### config.mk
export PLATFORM = sky130hd
export DESIGN_NAME = cal_csr
export DESIGN_NICKNAME = d
export VERILOG_FILES = /design/src/rtl/connection_admission_limiter_top_assert.svh /design/src/rtl/cal_pkg.sv /design/src/rtl/cal_csr.sv
export SDC_FILE = /design/constraint.sdc
export NUM_CORES = 1
export LEC_CHECK = 0
export ABC_CLOCK_PERIOD_IN_PS = 1700
export BUFFER_PORTS_ARGS = -buffer_cell sky130_fd_sc_hd__buf_2
export CAP_MARGIN = 20
export CORE_AREA = 2 2 82 53
export DETAILED_ROUTE_END_ITERATION = 12
export DIE_AREA = 0 0 84 55
export PLACE_DENSITY = 0.83
export SYNTH_ARGS = -nofsm -noshare
export SYNTH_HDL_FRONTEND = slang
export SYNTH_SLANG_ARGS = --single-unit
### constraint.sdc
create_clock -name clock -period 1.7 [get_ports clock]
set_input_delay 0.255 -clock clock [delete_from_list [all_inputs] [get_ports clock]]
set_output_delay 0.255 -clock clock [all_outputs]
set_load 0.01 [all_outputs]
### src/rtl/connection_admission_limiter_top_assert.svh
// Assertion macros shared by the admission limiter RTL.
// Needs a signal named clock and a signal named reset in the including module.
`ifndef CONNECTION_ADMISSION_LIMITER_TOP_ASSERT_SVH
`define CONNECTION_ADMISSION_LIMITER_TOP_ASSERT_SVH

// Same-cycle implication, off during reset.
`define CAL_ASSERT_NOW(lbl, ante, cons, msg) \
   lbl: assert property (@(posedge clock) disable iff (reset) (ante) |-> (cons)) \
      else $error(msg);

// Next-cycle implication, off during reset.
`define CAL_ASSERT_NEXT(lbl, ante, cons, msg) \
   lbl: assert property (@(posedge clock) disable iff (reset) (ante) |=> (cons)) \
      else $error(msg);

`endif

### src/rtl/cal_pkg.sv
// Shared types, codes and sizes for the connection admission limiter.
// No dependencies; imported by cal_csr, cal_seq and the top level.
package cal_pkg;

   localparam int SOURCE_SLOTS = 64;
   localparam int SLOT_BITS    = (SOURCE_SLOTS > 1) ? $clog2(SOURCE_SLOTS) : 1;
   localparam logic [SLOT_BITS-1:0] SLOT_LAST = SLOT_BITS'(SOURCE_SLOTS - 1);

   localparam int COUNT_BITS = 16;
   localparam int KEY_BITS   = 64;
   localparam int ENTRY_BITS = 2 * KEY_BITS + COUNT_BITS;

   localparam logic [31:0] V4_MAP_PREFIX = 32'h0000_FFFF;

   localparam logic OP_ADMIT   = 1'b0;
   localparam logic OP_RELEASE = 1'b1;

   localparam logic [1:0] FAM_IPV4 = 2'd0;
   localparam logic [1:0] FAM_IPV6 = 2'd1;

   localparam int CSR_ADDR_BITS = 3;
   localparam logic REG_MAX_TOTAL      = 1'b0;
   localparam logic REG_MAX_PER_SOURCE = 1'b1;

   localparam logic [COUNT_BITS-1:0] RESET_MAX_TOTAL      = 16'd1024;
   localparam logic [COUNT_BITS-1:0] RESET_MAX_PER_SOURCE = 16'd64;

   typedef enum logic [2:0] {
      STATUS_ADMITTED        = 3'd0,
      STATUS_TOTAL_LIMIT     = 3'd1,
      STATUS_SOURCE_LIMIT    = 3'd2,
      STATUS_TABLE_FULL      = 3'd3,
      STATUS_RELEASED        = 3'd4,
      STATUS_RELEASE_UNKNOWN = 3'd5
   } status_type;

   typedef enum logic [1:0] {
      SEQ_IDLE,
      SEQ_SCAN,
      SEQ_DRAIN,
      SEQ_DECIDE
   } seq_state_type;

   typedef struct packed {
      logic [COUNT_BITS-1:0] max_total;
      logic [COUNT_BITS-1:0] max_per_source;
   } cfg_type;

endpackage

### src/rtl/cal_csr.sv
// Limit registers behind the APB-style configuration port.
// Depends on cal_pkg.
module cal_csr
   import cal_pkg::*;
(
   input  logic                     clock,
   input  logic                     reset,
   input  logic                     csr_psel,
   input  logic                     csr_penable,
   input  logic                     csr_pwrite,
   input  logic [CSR_ADDR_BITS-1:0] csr_paddr,
   input  logic [31:0]              csr_pwdata,
   output logic [31:0]              csr_prdata,
   output logic                     csr_pready,
   output cfg_type                  cfg
);

   logic [COUNT_BITS-1:0] max_total_ff;
   logic [COUNT_BITS-1:0] max_per_source_ff;
   logic                  wr_fire;
   logic                  reg_sel;

   assign csr_pready = 1'b1;
   assign reg_sel    = csr_paddr[2];
   assign wr_fire    = csr_psel & csr_penable & csr_pwrite & csr_pready;

   always_ff @(posedge clock) begin
      if (reset) begin
         max_total_ff      <= RESET_MAX_TOTAL;
         max_per_source_ff <= RESET_MAX_PER_SOURCE;
      end else if (wr_fire) begin
         if (reg_sel == REG_MAX_TOTAL) begin
            max_total_ff <= csr_pwdata[COUNT_BITS-1:0];
         end else begin
            max_per_source_ff <= csr_pwdata[COUNT_BITS-1:0];
         end
      end
   end

   always_comb begin
      if (reg_sel == REG_MAX_PER_SOURCE) begin
         csr_prdata = {16'd0, max_per_source_ff};
      end else begin
         csr_prdata = {16'd0, max_total_ff};
      end
   end

   assign cfg.max_total      = max_total_ff;
   assign cfg.max_per_source = max_per_source_ff;

endmodule

-- Word-level counts from Yosys, hierarchy flattened
Index checks and enable logic that the tools add are counted.
- muxes and demuxes: 1
- bitwise operators: 3
- reduce and logical (&&, ||, !) cells: 2
- operator list (kind ; number):
    $mux 16 ; 1
    $reduce_and 2->1 ; 2
    $and 1x1->1 ; 2
    $not 1->1 ; 1
- bits in registers: 32
- input bits: 40
- output and inout bits: 65
- logic and storage cells: 8

-- Logic depth before layout (Yosys ltp)
Gate-level depths: netlist of run 1.
- depth in word-level cells: 3
- depth in mapped cells: 4
- mapped depth without buffers: 2

-- Worst setup path before layout of run 1
Ideal clock, no wire load.
- kind: input to output
- from: input csr_paddr[2]
- to: output csr_prdata[10]
- data arrival time: 0.890 ns
- data required time: 1.445 ns
- path slack: 0.555 ns
- stages on the path: 3
- buffers on the path: 2
- cell sequence: buf_6 buf_4 mux2_2
- cells in the longest elaborated chain, start to end: 1
- ends and longest elaborated chain (element ; RTL line ; text):
    start, declared ; cal_csr.sv:11 ; input logic [CSR_ADDR_BITS-1:0] csr_paddr,
    $mux 16 ; cal_csr.sv:41 ; if (reg_sel == REG_MAX_PER_SOURCE) begin
    end, declared ; cal_csr.sv:13 ; output logic [31:0] csr_prdata,
Every way passes these cells.

-- Worst setup path in the final report of run 1
- from: input csr_paddr[2]
- to: output csr_prdata[11]
Same word-level chain as after synthesis.

==> results.py, run 1 <==
metrics = {
    "power_and_ir_drop": {
        "power_mw": 1.549,
        "comb_power_share": 0.125,
        "power_leakage_nw": 1.077,
        "seqPwrFrac": 0.502,
        "vdd_drop_max_mv": 0.3456,
        "switching_share": 0.2325,
        "p_int_mw": 1.189,
        "p_switching_mw": 0.3602,
        "p_clk_frac": 0.373,
        "p_per_area_mw_per_mm2": 742.4,
    },
    "clock_network": {
        "clk_pin_slew_worst_paths_ns": 0.06,
        "cts_setup_buffers": 0,
        "cts_resized": 0,
        "cts-root-buf": "clkbuf_8",
        "cts_made_buffers": 5,
        "clock_sinks": 32,
        "ctsHoldBuffers": 0,
        "h-tree-depth": 2,
        "clockBufferDepth": 2,
        "cts_tree": "done",
        "clk-insertion-delay-late_ns": 0.27,
    },
    "routing": {
        "drc_errors": 0,
        "wirelength_mm": 3.267,
        "dr.pass1.iters": 2,
        "detail-route-antenna-nets": 0,
        "drtIter0Drc": 28,
        "wl_per_cell_um": 11.67,
        "viasPerCell": 4.439,
        "num_vias": 1243,
    },
    "global_route": {
        "grt.busiest_layer": "met2",
        "use_met1": 0.1975,
        "gr-total-overflow": 0,
        "grt_pass1_vias": 1096,
        "grt_max_degree": 27,
        "grt_usage": 0.1471,
        "antenna_found_initial": 0,
        "grt_util_met2": 0.2293,
        "gr-usage-met3": 0.05490,
        "grt_pass1_wl_mm": 5.195,
    },
    "floorplan": {
        "core-area_mm2": 0.003896,
        "die-area_mm2": 0.004620,
        "initial_core_util": 0.4387,
        "rows": 18,
        "die_w_um": 84,
        "pin_count": 105,
        "die_h_um": 55,
    },
    "critical_path": {
        "slowest_delay_ns": 0.39,
        "cp-start-kind": "input port",
        "endpoint_kind": "primary output",
        "crit_slowest_cell": "mux2_2",
        "path_cells": "buf_2 > mux2_2 > buf_2",
        "cp_common_cell": "buf_2",
        "arrival_ns": 1.17,
        "crit_type": "in2out",
        "critPathMaxFanout": 20,
        "worst_ep_required_time_ns": 1.44,
    },
    "timing": {
        "tns_ns": 0,
        "rsz0062_at_grt": "no",
        "finalHoldViolations": 0,
        "fin_worst_skew_ns": 0,
        "whs_ns": 0.2512,
        "maxSlewViolCount": 0,
        "fmax_ghz": 0.7017,
        "fin_crit_sh": 0.8383,
        "layout_min_cycle_time_ns": 1.425,
        "setup_viol": 0,
    },
    "synthesis": {
        "yosysUniqueCellTypes": 14,
        "synth_seq_area_share": 0.3748,
        "ys_ff_latch": 32,
        "synth_area_per_cell_um2": 10.49,
        "netlist_instances": 163,
        "syn-cell-area_mm2": 0.001709,
        "yosysWarnings": 0,
    },
    "final_layout": {
        "drive_gt1_frac": 0.4174,
        "stdcell_count": 280,
        "num-nets-final": 269,
        "antennaDiodeCount": 0,
        "fin_util": 0.5356,
        "syn_to_final_growth_pct": 22.11,
    },
    "worst_hold_path": {
        "min_path_type": "in2reg",
    },
    "place": {
        "dpl.hpwl_mm": 2.470,
        "post-place-cells": 272,
        "port_buffers": 69,
        "gp_congestion": 0.7154,
    },
    "flow_run": {
        "cap_viol_max_count": 0,
    },
    "run_status": {
        "status": "finished clean",
    },
}
[logic make-up (layout without fill, tap and decap cells)]
logic type | count (synthesis) | count (layout) | share of synthesized area
multiplexers | 48 | 48 | 0.2928
buffers and inverters | 27 | 79 | 0.1193
flip-flops | 32 | 32 | 0.3748
other | 2 | 17 | 0.004394
AND/OR/NAND/NOR | 54 | 54 | 0.2086
[power by group through the flow]
stage          logic [mW]  clock network, mW  registers [mW]
2_1_floorplan       0.150                  0           0.801
3_3_place_gp        0.194                  0           0.794
3_5_place_dp        0.195                  0           0.795
4_1_cts             0.196              0.595           0.778
5_1_grt             0.214              0.641           0.780
6_report            0.194              0.577           0.778
[sequential cells by signal (all words and copies together) (netlist names)]
signal and flops:
max_per_source_ff 16, max_total_ff 16
[routing by layer]
metal	part of all wire	wire length, µm
met1	0.50	1634
met2	0.42	1370
met3	0.074	242
met4	0.0064	21
met5	0	0
[critical path: cells and delay by family]
family                 cells  cell delay, ns
buffers and inverters      2            0.52
multiplexers               1            0.39
[stage by stage]
step	cell area (µm²)	setup WS [ns]
3_3_place_gp	1997	0.2280
4_1_cts	2087	0.2522
5_1_grt	2087	0.2054
2_1_floorplan	1765	0.5551
3_5_place_dp	1997	0.2276
6_report	2087	0.2749
[final cells by class]
class,instances,area (µm²)
Tap cell,50,62.56
Multi-Input combinational cell,119,920.9
Timing Repair Buffer,71,372.9
Clock buffer,8,90.09
Fill cell,371,1809
Sequential cell,32,640.6
[final timing paths]
kind	from	to	slack, ns	cells after the start
worst max register to register	max_per_source_ff[10]	max_per_source_ff[10]	1.07	2
worst min register to register	max_total_ff[0]	max_total_ff[0]	0.48	2
worst max-delay path	csr_paddr[2]	csr_prdata[11]	0.27	3
worst min-delay path	csr_pwdata[6]	max_total_ff[6]	0.25	3
[synth_stat cells, drive strengths merged]
cell	instances	area share
nand2b	46	0.17
dfxtp	32	0.37
mux2i	32	0.19
buf	22	0.11
mux2	16	0.11
clkbuf	5	0.011
nor2	4	0.0088
conb	2	0.0044
and4	1	0.0059
and4b	1	0.0081
nand4	1	0.0037
nand4b	1	0.014
[placed cells by master (no fill, tap or decap)]
cell type  instances
conb_1            17
clkbuf_8           6
clkbuf_1           2
nand4b_4           1
buf_4              1
nand2b_1          46
and4_2             1
and4b_4            1
buf_12             1
dfxtp_1           32
nand4_1            1
nor2_1             4
buf_2             69
mux2i_1           32
mux2_2            16
Note: power is estimated with default switching activity, not from simulation.
==> run 2: changes to the inputs <==
--- a/config.mk
+++ b/config.mk
@@ -5,13 +5,13 @@
 export SDC_FILE = /design/constraint.sdc
 export NUM_CORES = 1
 export LEC_CHECK = 0
-export ABC_CLOCK_PERIOD_IN_PS = 1700
+export ABC_CLOCK_PERIOD_IN_PS = 1100
 export BUFFER_PORTS_ARGS = -buffer_cell sky130_fd_sc_hd__buf_2
 export CAP_MARGIN = 20
-export CORE_AREA = 2 2 82 53
+export CORE_AREA = 2 2 89 57
 export DETAILED_ROUTE_END_ITERATION = 12
-export DIE_AREA = 0 0 84 55
-export PLACE_DENSITY = 0.83
+export DIE_AREA = 0 0 91 59
+export PLACE_DENSITY = 0.75
 export SYNTH_ARGS = -nofsm -noshare
 export SYNTH_HDL_FRONTEND = slang
 export SYNTH_SLANG_ARGS = --single-unit
==> constraint.sdc (replaced) <==
create_clock -name clock -period 1.1 [get_ports clock]
set_input_delay 0.165 -clock clock [delete_from_list [all_inputs] [get_ports clock]]
set_output_delay 0.165 -clock clock [all_outputs]
set_load 0.01 [all_outputs]
==> run 2 against run 1 <==
The run now ends with negative setup slack left; via count increased by 11%; clock skew unchanged; register-to-register slack got worse by 0.71 ns; highest routed layer is now met3; setup slack got worse by 0.33 ns; cell area increased by 19%; global-route usage increased by 0.27 points; sequential cell count unchanged.
==> results.py, run 2 (synthesis results as in run 1) <==
metrics = {
    "critical_path": {
        "crit_type": "reg2out",
        "endpoint_kind": "primary output",
        "timing.rr.start": "max_per_source_ff[6]",
        "arrival_ns": 0.99,
        "critical-path-top-delay-family": "flip-flops",
        "crit_slowest_cell": "dfxtp_2",
        "cp-start-kind": "register",
        "worst_ep_required_time_ns": 0.94,
        "critPathBufInv": 1,
        "slowest_delay_ns": 0.33,
        "crit_start": "max_total_ff[8]",
        "path_cells": "mux2_2 > buf_6",
        "critPathMaxFanout": 3,
    },
    "final_layout": {
        "mostFrequentLayoutCell": "buf_2",
        "num-nets-final": 296,
        "reg.largest.list": "max_per_source_ff x16, max_total_ff x16",
        "stdcell_count": 319,
        "antennaDiodeCount": 0,
        "layout_common_cells": "buf_2, nand2b_1, mux2i_1, dfxtp_2, buf_4",
        "fin_area_mm2": 0.002480,
        "syn_to_final_growth_pct": 45.10,
        "drive_gt1_frac": 0.6055,
        "nFillCells": 423,
    },
    "clock_network": {
        "clock_sinks": 32,
        "cts-root-buf": "clkbuf_8",
        "cts_tree": "done",
        "h-tree-depth": 2,
        "ctsHoldBuffers": 0,
        "clockBufferDepth": 2,
        "cts_made_buffers": 5,
        "clk-insertion-delay-late_ns": 0.27,
        "clk_pin_slew_worst_paths_ns": 0.07,
    },
    "timing": {
        "fmax_ghz": 0.8639,
        "fin_crit_sh": 1.052,
        "whs_ns": 0.1642,
        "fin_worst_skew_ns": 0,
        "setup_viol": 16,
        "maxSlewViolCount": 0,
        "rsz0062_at_grt": "yes",
        "worst_slew_pin_slew_ns": 0.6245,
        "worst_slack_ns": -0.05752,
        "layout_min_cycle_time_ns": 1.158,
        "maxSlewHeadroom": 0.5837,
        "finalHoldViolations": 0,
    },
    "routing": {
        "viasPerCell": 4.310,
        "drc_errors": 0,
        "wirelength_mm": 3.870,
        "drtIter0Drc": 26,
        "dr.pass1.iters": 4,
        "detail-route-antenna-nets": 0,
        "wl_per_cell_um": 12.13,
        "num_vias": 1375,
    },
    "floorplan": {
        "die_w_um": 91,
        "rows": 19,
        "die_h_um": 59,
        "initial_core_util": 0.3824,
        "core-area_mm2": 0.004469,
        "pin_count": 105,
        "die-area_mm2": 0.005369,
    },
    "power_and_ir_drop": {
        "vdd_drop_max_mv": 0.5495,
        "p_clk_frac": 0.341,
        "power_leakage_nw": 1.268,
        "comb_power_share": 0.158,
        "switching_share": 0.2433,
        "p_int_mw": 1.818,
        "seqPwrFrac": 0.501,
        "p_switching_mw": 0.5845,
        "p_per_area_mw_per_mm2": 968.9,
    },
    "place": {
        "port_buffers": 69,
        "place_area_mm2": 0.002033,
        "post-place-cells": 286,
        "dpl.hpwl_mm": 2.561,
        "gp_congestion": 0.7040,
    },
    "global_route": {
        "gr-total-overflow": 0,
        "grt_pass1_wl_mm": 6.341,
        "grt_max_degree": 51,
        "antenna_found_initial": 0,
        "grt_pass1_vias": 1385,
        "grt_usage": 0.1498,
    },
    "worst_hold_path": {
        "min_path_type": "in2reg",
        "hold_start": "csr_pwdata[10]",
    },
    "run_status": {
        "status": "finished, violations left",
        "violations": "negative setup slack",
    },
    "flow_run": {
        "cap_viol_max_count": 0,
    },
}
-- run 2: changes by cell type in the layout (fill, tap and decap cells not counted), moves of 16 or more --
cell	change
buf_6	+16
dfxtp_1	-32
buf_4	+26
dfxtp_2	+32
buf_2	-16
-- run 2: final cells by class --
class,count,area [µm²],area share
Tap cell,63,78.83,0.03179
Clock buffer,6,72.57,0.02926
Clock inverter,1,5.005,0.002018
Sequential cell,32,680.7,0.2745
Multi-Input combinational cell,119,954.7,0.3850
Timing Repair Buffer,98,688.2,0.2775
-- run 2: metal layers --
layer  global-route usage  vias up  share of wire  routed length, µm
met4              0.03896        0              0                  0
met2               0.2328       52           0.43               1673
met1               0.2041      633           0.50               1931
met3              0.04835        0          0.068                264
li1                     -      690              -                  -
met5                    0        -              0                  0
-- run 2: worst min-delay path, delay by kind of cell --
family | cells | cell delay (ns)
multiplexers | 1 | 0.06
AND/OR/NAND/NOR | 1 | 0.06
buffers and inverters | 1 | 0.10
-- run 2: power groups by stage --
stage          Combinational [mW]  Sequential, mW  Clock (mW)
2_1_floorplan               0.232            1.24           0
6_report                    0.379            1.20       0.820
5_1_grt                     0.412            1.21       0.900
3_5_place_dp                0.312            1.23           0
3_3_place_gp                0.310            1.23           0
4_1_cts                     0.377            1.20       0.852
-- run 2: per-stage QoR --
stage | setup TNS, ns | total power [mW] | util | setup slack (ns)
CTS | -0.8379 | 2.432 | 0.5510 | -0.06639
global route | -1.219 | 2.520 | 0.5549 | -0.09159
global placement | -0.3096 | 1.538 | 0.4549 | -0.03996
detailed placement | -0.3854 | 1.541 | 0.4549 | -0.06493
floorplan | 0 | 1.470 | - | 0.1351
finish | -0.6709 | 2.403 | 0.5549 | -0.05752
-- run 2: repair_timing --
item | 4_1_cts | 5_1_grt
pin swaps | 0 | 0
resized for setup | 53 | 4
setup endpoints to repair | 16 | 16
buffers inserted | 25 | 1
-- run 2: path summary, 6_finish.rpt --
path,to,slack (ns),depth (start not counted)
hold reg to reg,max_per_source_ff[10],0.48,2
hold / removal,max_per_source_ff[10],0.16,3
setup / recovery,csr_prdata[8],-0.06,2
setup reg to reg,max_per_source_ff[6],0.36,3
==> run 3: changes to the inputs <==
--- a/config.mk
+++ b/config.mk
@@ -5,13 +5,14 @@
 export SDC_FILE = /design/constraint.sdc
 export NUM_CORES = 1
 export LEC_CHECK = 0
-export ABC_CLOCK_PERIOD_IN_PS = 1100
+export ABC_CLOCK_PERIOD_IN_PS = 1370
 export BUFFER_PORTS_ARGS = -buffer_cell sky130_fd_sc_hd__buf_2
 export CAP_MARGIN = 20
-export CORE_AREA = 2 2 89 57
+export CORE_AREA = 2 2 82 53
 export DETAILED_ROUTE_END_ITERATION = 12
-export DIE_AREA = 0 0 91 59
-export PLACE_DENSITY = 0.75
+export DIE_AREA = 0 0 84 55
+export PLACE_DENSITY = 0.83
+export SETUP_SLACK_MARGIN = 0.1
 export SYNTH_ARGS = -nofsm -noshare
 export SYNTH_HDL_FRONTEND = slang
 export SYNTH_SLANG_ARGS = --single-unit
==> constraint.sdc (replaced) <==
create_clock -name clock -period 1.37 [get_ports clock]
set_input_delay 0.2055 -clock clock [delete_from_list [all_inputs] [get_ports clock]]
set_output_delay 0.2055 -clock clock [all_outputs]
set_load 0.01 [all_outputs]
==> run 3 against run 2 <==
The run now ends clean; clock power rose by 6.2%; die area fell by 14%; clock skew did not move.
==> results.py, run 3 (synthesis results as in run 1) <==
metrics = {
    "run_status": {
        "status": "finished clean",
    },
    "final_layout": {
        "layout_common_cells": "buf_2, nand2b_1, mux2i_1, dfxtp_1, conb_1",
        "mostFrequentLayoutCell": "buf_2",
        "nFillCells": 377,
        "ff_latch_area_um2": 640.6,
        "drive_gt1_frac": 0.4242,
        "reg.largest.list": "max_per_source_ff x16, max_total_ff x16",
        "multi_input_area_um2": 920.9,
        "num-nets-final": 270,
        "fin_area_mm2": 0.002127,
        "fin_util": 0.5459,
        "syn_to_final_growth_pct": 24.45,
        "antennaDiodeCount": 0,
    },
    "power_and_ir_drop": {
        "p_switching_mw": 0.4756,
        "seqPwrFrac": 0.462,
        "p_clk_frac": 0.417,
        "p_int_mw": 1.612,
        "comb_power_share": 0.121,
        "power_leakage_nw": 1.097,
        "vdd_drop_max_mv": 0.4904,
        "switching_share": 0.2278,
        "p_per_area_mw_per_mm2": 981.6,
    },
    "critical_path": {
        "arrival_ns": 1.01,
        "crit_start": "max_per_source_ff[15]",
        "critPathBufInv": 1,
        "critPathMaxFanout": 3,
        "critical-path-top-delay-family": "flip-flops",
        "timing.rr.start": "max_total_ff[5]",
        "endpoint_kind": "primary output",
        "slowest_delay_ns": 0.33,
        "crit_slowest_cell": "dfxtp_1",
        "crit_type": "reg2out",
        "r2r_setup_slack_ns": 0.74,
        "timing.rr.end": "max_total_ff[5]",
        "path_cells": "mux2_2 > buf_2",
        "worst_ep_required_time_ns": 1.16,
        "cp-start-kind": "register",
        "reg2regPathDepth": 2,
    },
    "routing": {
        "drtIter0Drc": 42,
        "viasPerCell": 4.598,
        "wl_per_cell_um": 12.02,
        "drc_errors": 0,
        "num_vias": 1292,
        "dr.pass1.iters": 6,
        "detail-route-antenna-nets": 0,
        "wirelength_mm": 3.379,
    },
    "timing": {
        "finalHoldViolations": 0,
        "fin_crit_sh": 0.8855,
        "maxSlewViolCount": 0,
        "fin_worst_skew_ns": 0,
        "tns_ns": 0,
        "rsz0062_at_grt": "no",
        "fmax_ghz": 0.8243,
        "setup_viol": 0,
        "maxSlewHeadroom": 0.5870,
        "whs_ns": 0.1963,
        "worst_slack_ns": 0.1569,
        "layout_min_cycle_time_ns": 1.213,
        "worst_slew_pin_slew_ns": 0.6196,
    },
    "clock_network": {
        "clk_pin_slew_worst_paths_ns": 0.07,
        "cts_tree": "done",
        "cts_made_buffers": 5,
        "clock_sinks": 32,
        "h-tree-depth": 2,
        "clockBufferDepth": 2,
        "cts-root-buf": "clkbuf_8",
        "clk-insertion-delay-late_ns": 0.27,
        "ctsHoldBuffers": 0,
    },
    "place": {
        "place_area_mm2": 0.002017,
        "dp_slack_ns": 0.06751,
        "port_buffers": 69,
        "gp_congestion": 0.7224,
        "dpl.hpwl_mm": 2.475,
    },
    "worst_hold_path": {
        "whs_path_depth": 3,
        "hold-path-endpoint": "max_per_source_ff[10]",
        "min_path_type": "in2reg",
        "hold_start": "csr_pwdata[10]",
    },
    "global_route": {
        "grt_pass1_vias": 1132,
        "grt_usage": 0.1522,
        "gr-total-overflow": 0,
        "grt_max_degree": 51,
        "antenna_found_initial": 0,
        "grt_pass1_wl_mm": 5.313,
    },
    "floorplan": {
        "die_h_um": 55,
        "initial_core_util": 0.4387,
        "rows": 18,
        "core-area_mm2": 0.003896,
        "pin_count": 105,
        "die-area_mm2": 0.004620,
        "die_w_um": 84,
    },
    "flow_run": {
        "cap_viol_max_count": 0,
    },
}
[run 3: cell count changes in the layout (fill, tap and decap cells not counted)]
cell       before  now
buf_2          53   68
buf_4          27    2
buf_6          16    0
bufinv_16       0    1
dfxtp_1         0   32
dfxtp_2        32    0
mux2_2          7   16
mux2_4          9    0
[run 3: worst max path at each step]
stage / to / slack, ns / cells after the start
after floorplan: csr_prdata[10] / 0.32 / 3
after global placement: csr_prdata[10] / 0.08 / 4
after detailed placement: csr_prdata[10] / 0.07 / 4
after CTS: csr_prdata[15] / 0.14 / 2
after global routing: csr_prdata[12] / 0.10 / 2
final: csr_prdata[15] / 0.16 / 2
[run 3: worst reg2reg max path, stage by stage, from the launching register on]
cell      delay [ns]
dfxtp_1         0.37
nand2b_1        0.07
mux2i_1         0.13
[run 3: through the flow]
stage,cells,power [mW]
after global routing,281,2.202
after global placement,273,1.233
after detailed placement,273,1.237
final,281,2.088
after floorplan,178,1.181
after CTS,281,2.117
[run 3: power by group through the flow]
| stage | combinational, mW | sequential (mW) | clock (mW) |
|---|---|---|---|
| 5_1_grt | 0.277 | 0.968 | 0.957 |
| 3_5_place_dp | 0.251 | 0.986 | 0 |
| 3_3_place_gp | 0.248 | 0.985 | 0 |
| 2_1_floorplan | 0.186 | 0.994 | 0 |
| 4_1_cts | 0.253 | 0.965 | 0.899 |
| 6_report | 0.252 | 0.965 | 0.871 |
[run 3: timing repair]
| action | 4_1_cts | 5_1_grt |
|---|---|---|
| setup endpoints to repair | 13 | 0 |
| gates resized for setup | 1 | 0 |
| setup buffers | 0 | 0 |
[run 3: layer usage]
layer,share of wire,vias up,GRT usage
met5,0,-,0
met3,0.062,5,0.05045
met2,0.43,47,0.2427
li1,-,638,-
met1,0.50,602,0.1995
met4,0.0092,0,0.04839
[run 3: cell type report]
cell class                      instances  area share
Clock inverter                          2     0.01647
Sequential cell                        32      0.3012
Clock buffer                            6     0.03412
Timing Repair Buffer                   72      0.1859
Tap cell                               50     0.02941
Multi-Input combinational cell        119      0.4329
